[config.mk]
export PLATFORM = sky130hd
export DESIGN_NAME = shg_ctrl
export DESIGN_NICKNAME = d
export VERILOG_FILES = /design/src/sv/shg_pkg.sv /design/src/sv/shg_ctrl.sv
export SDC_FILE = /design/constraint.sdc
export NUM_CORES = 1
export LEC_CHECK = 0
export BUFFER_PORTS_ARGS = -buffer_cell sky130_fd_sc_hd__buf_2
export CAP_MARGIN = 5
export CORE_MARGIN = 2
export CORE_UTILIZATION = 30
export DETAILED_ROUTE_END_ITERATION = 8
export GPL_ROUTABILITY_DRIVEN = 0
export PLACE_DENSITY = 0.6
export SETUP_SLACK_MARGIN = 0.15
export SLEW_MARGIN = 20
export SYNTH_ARGS = -nofsm -noshare
export SYNTH_HDL_FRONTEND = slang
export SYNTH_SLANG_ARGS = --single-unit
export TNS_END_PERCENT = 1
[constraint.sdc]
create_clock -name i_clk -period 4.68 [get_ports i_clk]
set_clock_uncertainty 0.15 [all_clocks]
set_input_delay 0.936 -clock i_clk [delete_from_list [all_inputs] [get_ports i_clk]]
set_output_delay 0.936 -clock i_clk [all_outputs]
set_load 0.1 [all_outputs]
[src/sv/shg_pkg.sv]
package shg_pkg;

    localparam int CMD_W   = 2;
    localparam int COORD_W = 24;
    localparam int INV_W   = 32;
    localparam int SPACE_W = 52;
    localparam int AXIS_W  = 10;
    localparam int KEY_W   = 31;
    localparam int INDEX_W = 9;
    localparam int ACC_W   = 50;

    localparam logic [31:0] KEY_HASH = 32'd2654435761;
    localparam logic [AXIS_W-1:0] AXIS_BIAS = 10'd511;

    localparam logic [CMD_W-1:0] CMD_CLEAR  = 2'd0;
    localparam logic [CMD_W-1:0] CMD_INSERT = 2'd1;
    localparam logic [CMD_W-1:0] CMD_QUERY  = 2'd2;

    localparam logic CFG_INV_CELL = 1'b0;
    localparam logic CFG_SPACING  = 1'b1;

    localparam logic [INV_W-1:0]   INV_RESET   = 32'd65536;
    localparam logic [SPACE_W-1:0] SPACE_RESET = 52'd4294967296;

    typedef enum logic [3:0] {
        DP_NOP,
        DP_LOAD,
        DP_CLR,
        DP_CELL,
        DP_KEY,
        DP_HASH,
        DP_PROBE,
        DP_HEAD,
        DP_DIST,
        DP_LINK,
        DP_NBR,
        DP_INS
    } t_dp_op;

    typedef enum logic [2:0] {
        FIN_NONE,
        FIN_OK,
        FIN_FULL,
        FIN_CLOSE,
        FIN_INS
    } t_fin;

    typedef struct packed {
        t_dp_op op;
        t_fin   fin;
    } t_dp_cmd;

    typedef struct packed {
        logic full;
        logic clr_last;
        logic axis_last;
        logic probe_hit;
        logic probe_empty;
        logic probe_last;
        logic walk_end;
        logic close;
        logic nbr_last;
    } t_dp_stat;

    typedef enum logic [3:0] {
        S_IDLE,
        S_CLR,
        S_CELL,
        S_KEY,
        S_HASH,
        S_PWAIT,
        S_PCHK,
        S_INS,
        S_WALK,
        S_SWAIT,
        S_DIST,
        S_CMP,
        S_NEXT
    } t_state;

endpackage

[src/sv/shg_ctrl.sv]
module shg_ctrl (
    input  logic                      i_clk,
    input  logic                      i_rst_n,
    input  logic                      i_start,
    input  logic [shg_pkg::CMD_W-1:0] i_command,
    input  shg_pkg::t_dp_stat         i_stat,
    output shg_pkg::t_dp_cmd          o_cmd,
    output logic                      o_busy,
    output logic                      o_done
);
    import shg_pkg::*;

    t_state r_state, n_state;
    logic [CMD_W-1:0] r_cmd, n_cmd;
    logic r_reply, n_reply;
    logic r_done, n_done;

    always_ff @(posedge i_clk) begin
        if (!i_rst_n) begin
            r_state <= S_CLR;
            r_cmd   <= CMD_CLEAR;
            r_reply <= 1'b0;
            r_done  <= 1'b0;
        end else begin
            r_state <= n_state;
            r_cmd   <= n_cmd;
            r_reply <= n_reply;
            r_done  <= n_done;
        end
    end

    always_comb begin
        n_state   = r_state;
        n_cmd     = r_cmd;
        n_reply   = r_reply;
        n_done    = 1'b0;
        o_cmd.op  = DP_NOP;
        o_cmd.fin = FIN_NONE;
        unique case (r_state)
            S_IDLE: begin
                if (i_start) begin
                    o_cmd.op = DP_LOAD;
                    n_cmd    = i_command;
                    priority if (i_command == CMD_CLEAR) begin
                        n_reply = 1'b1;
                        n_state = S_CLR;
                    end else if (i_command == CMD_INSERT) begin
                        if (i_stat.full) begin
                            o_cmd.fin = FIN_FULL;
                            n_done    = 1'b1;
                        end else begin
                            n_state = S_CELL;
                        end
                    end else if (i_command == CMD_QUERY) begin
                        n_state = S_CELL;
                    end else begin
                        o_cmd.fin = FIN_OK;
                        n_done    = 1'b1;
                    end
                end
            end
            S_CLR: begin
                o_cmd.op = DP_CLR;
                if (i_stat.clr_last) begin
                    n_state = S_IDLE;
                    if (r_reply) begin
                        o_cmd.fin = FIN_OK;
                        n_done    = 1'b1;
                    end
                end
            end
            S_CELL: begin
                o_cmd.op = DP_CELL;
                if (i_stat.axis_last) begin
                    n_state = S_KEY;
                end
            end
            S_KEY: begin
                o_cmd.op = DP_KEY;
                n_state  = S_HASH;
            end
            S_HASH: begin
                o_cmd.op = DP_HASH;
                n_state  = S_PWAIT;
            end
            S_PWAIT: n_state = S_PCHK;
            S_PCHK: begin
                priority if (i_stat.probe_hit) begin
                    if (r_cmd == CMD_INSERT) begin
                        n_state = S_INS;
                    end else if (i_stat.probe_empty) begin
                        n_state = S_NEXT;
                    end else begin
                        o_cmd.op = DP_HEAD;
                        n_state  = S_WALK;
                    end
                end else if (i_stat.probe_last) begin
                    if (r_cmd == CMD_INSERT) begin
                        o_cmd.fin = FIN_FULL;
                        n_done    = 1'b1;
                        n_state   = S_IDLE;
                    end else begin
                        n_state = S_NEXT;
                    end
                end else begin
                    o_cmd.op = DP_PROBE;
                    n_state  = S_PWAIT;
                end
            end
            S_INS: begin
                o_cmd.op  = DP_INS;
                o_cmd.fin = FIN_INS;
                n_done    = 1'b1;
                n_state   = S_IDLE;
            end
            S_WALK: begin
                n_state = i_stat.walk_end ? S_NEXT : S_SWAIT;
            end
            S_SWAIT: n_state = S_DIST;
            S_DIST: begin
                o_cmd.op = DP_DIST;
                if (i_stat.axis_last) begin
                    n_state = S_CMP;
                end
            end
            S_CMP: begin
                if (i_stat.close) begin
                    o_cmd.fin = FIN_CLOSE;
                    n_done    = 1'b1;
                    n_state   = S_IDLE;
                end else begin
                    o_cmd.op = DP_LINK;
                    n_state  = S_WALK;
                end
            end
            S_NEXT: begin
                if (i_stat.nbr_last) begin
                    o_cmd.fin = FIN_OK;
                    n_done    = 1'b1;
                    n_state   = S_IDLE;
                end else begin
                    o_cmd.op = DP_NBR;
                    n_state  = S_KEY;
                end
            end
            default: n_state = S_IDLE;
        endcase
    end

    assign o_busy = (r_state != S_IDLE);
    assign o_done = r_done;

endmodule

==> run metrics <==
outcome finished clean; actual slew at the worst max-slew pin 0.681 ns; CP max-delay cell sky130_fd_sc_hd__dfxtp_1; capturing element type of the critical path output pin; syn_nets 128; number of buffers inserted to repair setup after CTS 0; Post-Route Hold Slack 0.314 ns; cells after synthesis 114; post-route total power 0.209 mW; area of the core 2520 um^2; dpl cell area 922 um^2; final-report max-slew violation count 0; initial core utilization 32.2%; setup slack at placement 1.37 ns; most area-hungry cell type in the Yosys netlist sky130_fd_sc_hd__dfxtp_1; Arrival @ worst endpoint 2.36 ns; Max-Cap Viols 0; H-tree level count 1; Setup CP Type register to output pin; setup repair after global routing missed its margin no; share of flip-flops with an asynchronous set or reset after synthesis 0%; Port-buffer cells 22; cell family with the largest share of critical-path delay flip-flops; sum of negative setup slack 0 ns; sequential element share of the synthesized area 19.7%; signed area change from the synthesized netlist to the final layout 16.2%; layout cells sized above 1 22.9%; number of vias in the routed layout 989; row count 18; worst skew pair latency 0.28 ns; Hold Path Class register to register; Gates resized, CTS repair 0; mean routed wirelength per cell 15.5 um; grt total ovfl 0; Synth area leaders sky130_fd_sc_hd__dfxtp_1 20%, sky130_fd_sc_hd__nor2_1 6.0%, sky130_fd_sc_hd__nand2_1 5.1%; wire length reported by the detailed router 2490 um; post-CTS clock slew at the launch and capture registers of the worst setup and hold paths 0.07 ns; hold buffers post-CTS 0; GRT Total Usage 16.1%; clock net sink count 8; final period utilization 73.7%; minimum setup slack in the final design 1.23 ns; power per cell area 221 nW/um^2; # nets final 147; register bit count reported by yosys 8; drt via density 6.14; root buffer cell sky130_fd_sc_hd__clkbuf_4; hold violation total from the final report 0; number of antenna violations at the first check in global routing 0; setup violators final 0; count of warnings emitted by yosys 0; DRC violation count after routing 0; dpl cells 158; Final Critical Period 3.45 ns; x dimension of the die 56.1 um; Initial DRC Count 67; average size of a mapped cell 7.13 um^2; number of iterations in the first detailed-routing pass 4; utilization after layout 37.5%; Max Clk Rate 0.290 GHz; cells along the critical path nand2b_1 > o211ai_1 > o21ai_0 > o32ai_2 > buf_2; Netlist Area Pre-Place 813 um^2; DPL Wire Length 1820 um; TritonCTS clock tree built; largest net degree at the start of global routing 21; diodes inserted 0; wire length of the first global-routing pass 4020 um; most numerous cell types in the synthesized netlist 13 x sky130_fd_sc_hd__nor2_1, 11 x sky130_fd_sc_hd__nand2_1, 8 x sky130_fd_sc_hd__a21oi_1, 8 x sky130_fd_sc_hd__dfxtp_1, 6 x sky130_fd_sc_hd__nand2b_1; number of antenna-violating nets in the routed design 0; critical path data required time 3.59 ns; number of clock buffers inserted by TritonCTS 3; IR drop worst, VDD 0.110 mV; number of enable flip-flop cells after synthesis 0; number of primary I/O pins 23; die height 56.1 um; post-route cell area 945 um^2; die area 3140 um^2; startpoint kind of the worst setup timing path register; FILL cells 291; most frequently used flop master after synthesis sky130_fd_sc_hd__dfxtp_1; Lkg Pwr 0.396 nW; Bufs and invs on worst path 1; Cell Count, Final, Fillers Out 161; Max-slew headroom 54.6%; count of cell types in the netlist 45; buffers from clock root to sink, at most 2; top-area cell type share of the netlist area 19.7%; maximum net fanout on the critical path 20; vias in the first global route 858; slowest stage delay, CP 0.76 ns; most repeated cell in the gate-level netlist after synthesis sky130_fd_sc_hd__nor2_1
## cell usage in the layout, fill, tap and decap left out, types with 2 or more instances in the layout
cell type                   n
sky130_fd_sc_hd__a21oi_1    8
sky130_fd_sc_hd__o21a_1     3
sky130_fd_sc_hd__dfxtp_1    8
sky130_fd_sc_hd__o21ai_0    5
sky130_fd_sc_hd__nor2_1    13
sky130_fd_sc_hd__a21o_1     3
sky130_fd_sc_hd__buf_2     22
sky130_fd_sc_hd__o211ai_1   3
sky130_fd_sc_hd__inv_1      2
sky130_fd_sc_hd__o211a_1    2
sky130_fd_sc_hd__nand2_1   11
sky130_fd_sc_hd__nor2b_1    3
sky130_fd_sc_hd__inv_2      2
sky130_fd_sc_hd__nand2b_1   6
sky130_fd_sc_hd__nor3_1     4
sky130_fd_sc_hd__clkbuf_4   3
sky130_fd_sc_hd__or3_1      4
sky130_fd_sc_hd__o32ai_1    2
## cell type report
cell class	count	area, um^2	area share [%]
Clock buffer	3	22.5	2.38
Inverter	4	15.0	1.59
Multi-Input combinational cell	94	599	63.4
Sequential cell	8	160	17.0
Tap cell	30	37.5	3.97
Timing Repair Buffer	22	110	11.7
## report_power, final
| group | internal [mW] | switching [mW] | total [mW] |
|---|---|---|---|
| registers | 0.0707 | 0.00695 | 0.0776 |
| logic | 0.0196 | 0.0509 | 0.0705 |
| clock network | 0.0298 | 0.0309 | 0.0607 |
| total | 0.120 | 0.0887 | 0.209 |
## cell families (layout without fill, tap and decap cells)
| logic type | Yosys count | count (layout) | synth area share, % |
|---|---|---|---|
| AO/OA/AOI/OAI | 43 | 43 | 39.2 |
| buffers and inverters | 12 | 29 | 7.54 |
| flip-flops | 8 | 8 | 19.7 |
| multiplexers | 1 | 1 | 1.23 |
| AND/OR/NAND/NOR | 50 | 50 | 32.3 |
## per-layer routing
layer  vias to the layer above  global-route usage (%)  share of wire [%]
li1                        473                       -                  -
met1                       439                    21.0                 44
met2                        62                    24.7                 43
met3                        15                    2.56                8.5
met4                         0                    9.18                4.6
met5                         -                       0                  0
## registers in the layout (all words and copies together) (netlist names)
register and count:
r_reply 1, o_done 1, r_cmd 2, r_state 4
## worst reg2reg max path, stage by stage, from the launching register on
cell                      delay, ns
sky130_fd_sc_hd__dfxtp_1       0.71
sky130_fd_sc_hd__nor2_1        0.25
sky130_fd_sc_hd__and4b_4       0.26
sky130_fd_sc_hd__or3_1         0.36
sky130_fd_sc_hd__o221a_1       0.22
## final timing paths
| check | startpoint | end | slack, ns | cells past startpoint |
|---|---|---|---|---|
| worst min register to register | r_reply | r_reply | 0.31 | 1 |
| worst max register to register | r_state[0] | r_state[1] | 2.63 | 4 |
| worst max-delay path | r_state[3] | o_cmd[3] | 1.23 | 5 |
| worst min-delay path | r_reply | r_reply | 0.31 | 1 |
Note: power is estimated with default switching activity, not from simulation.
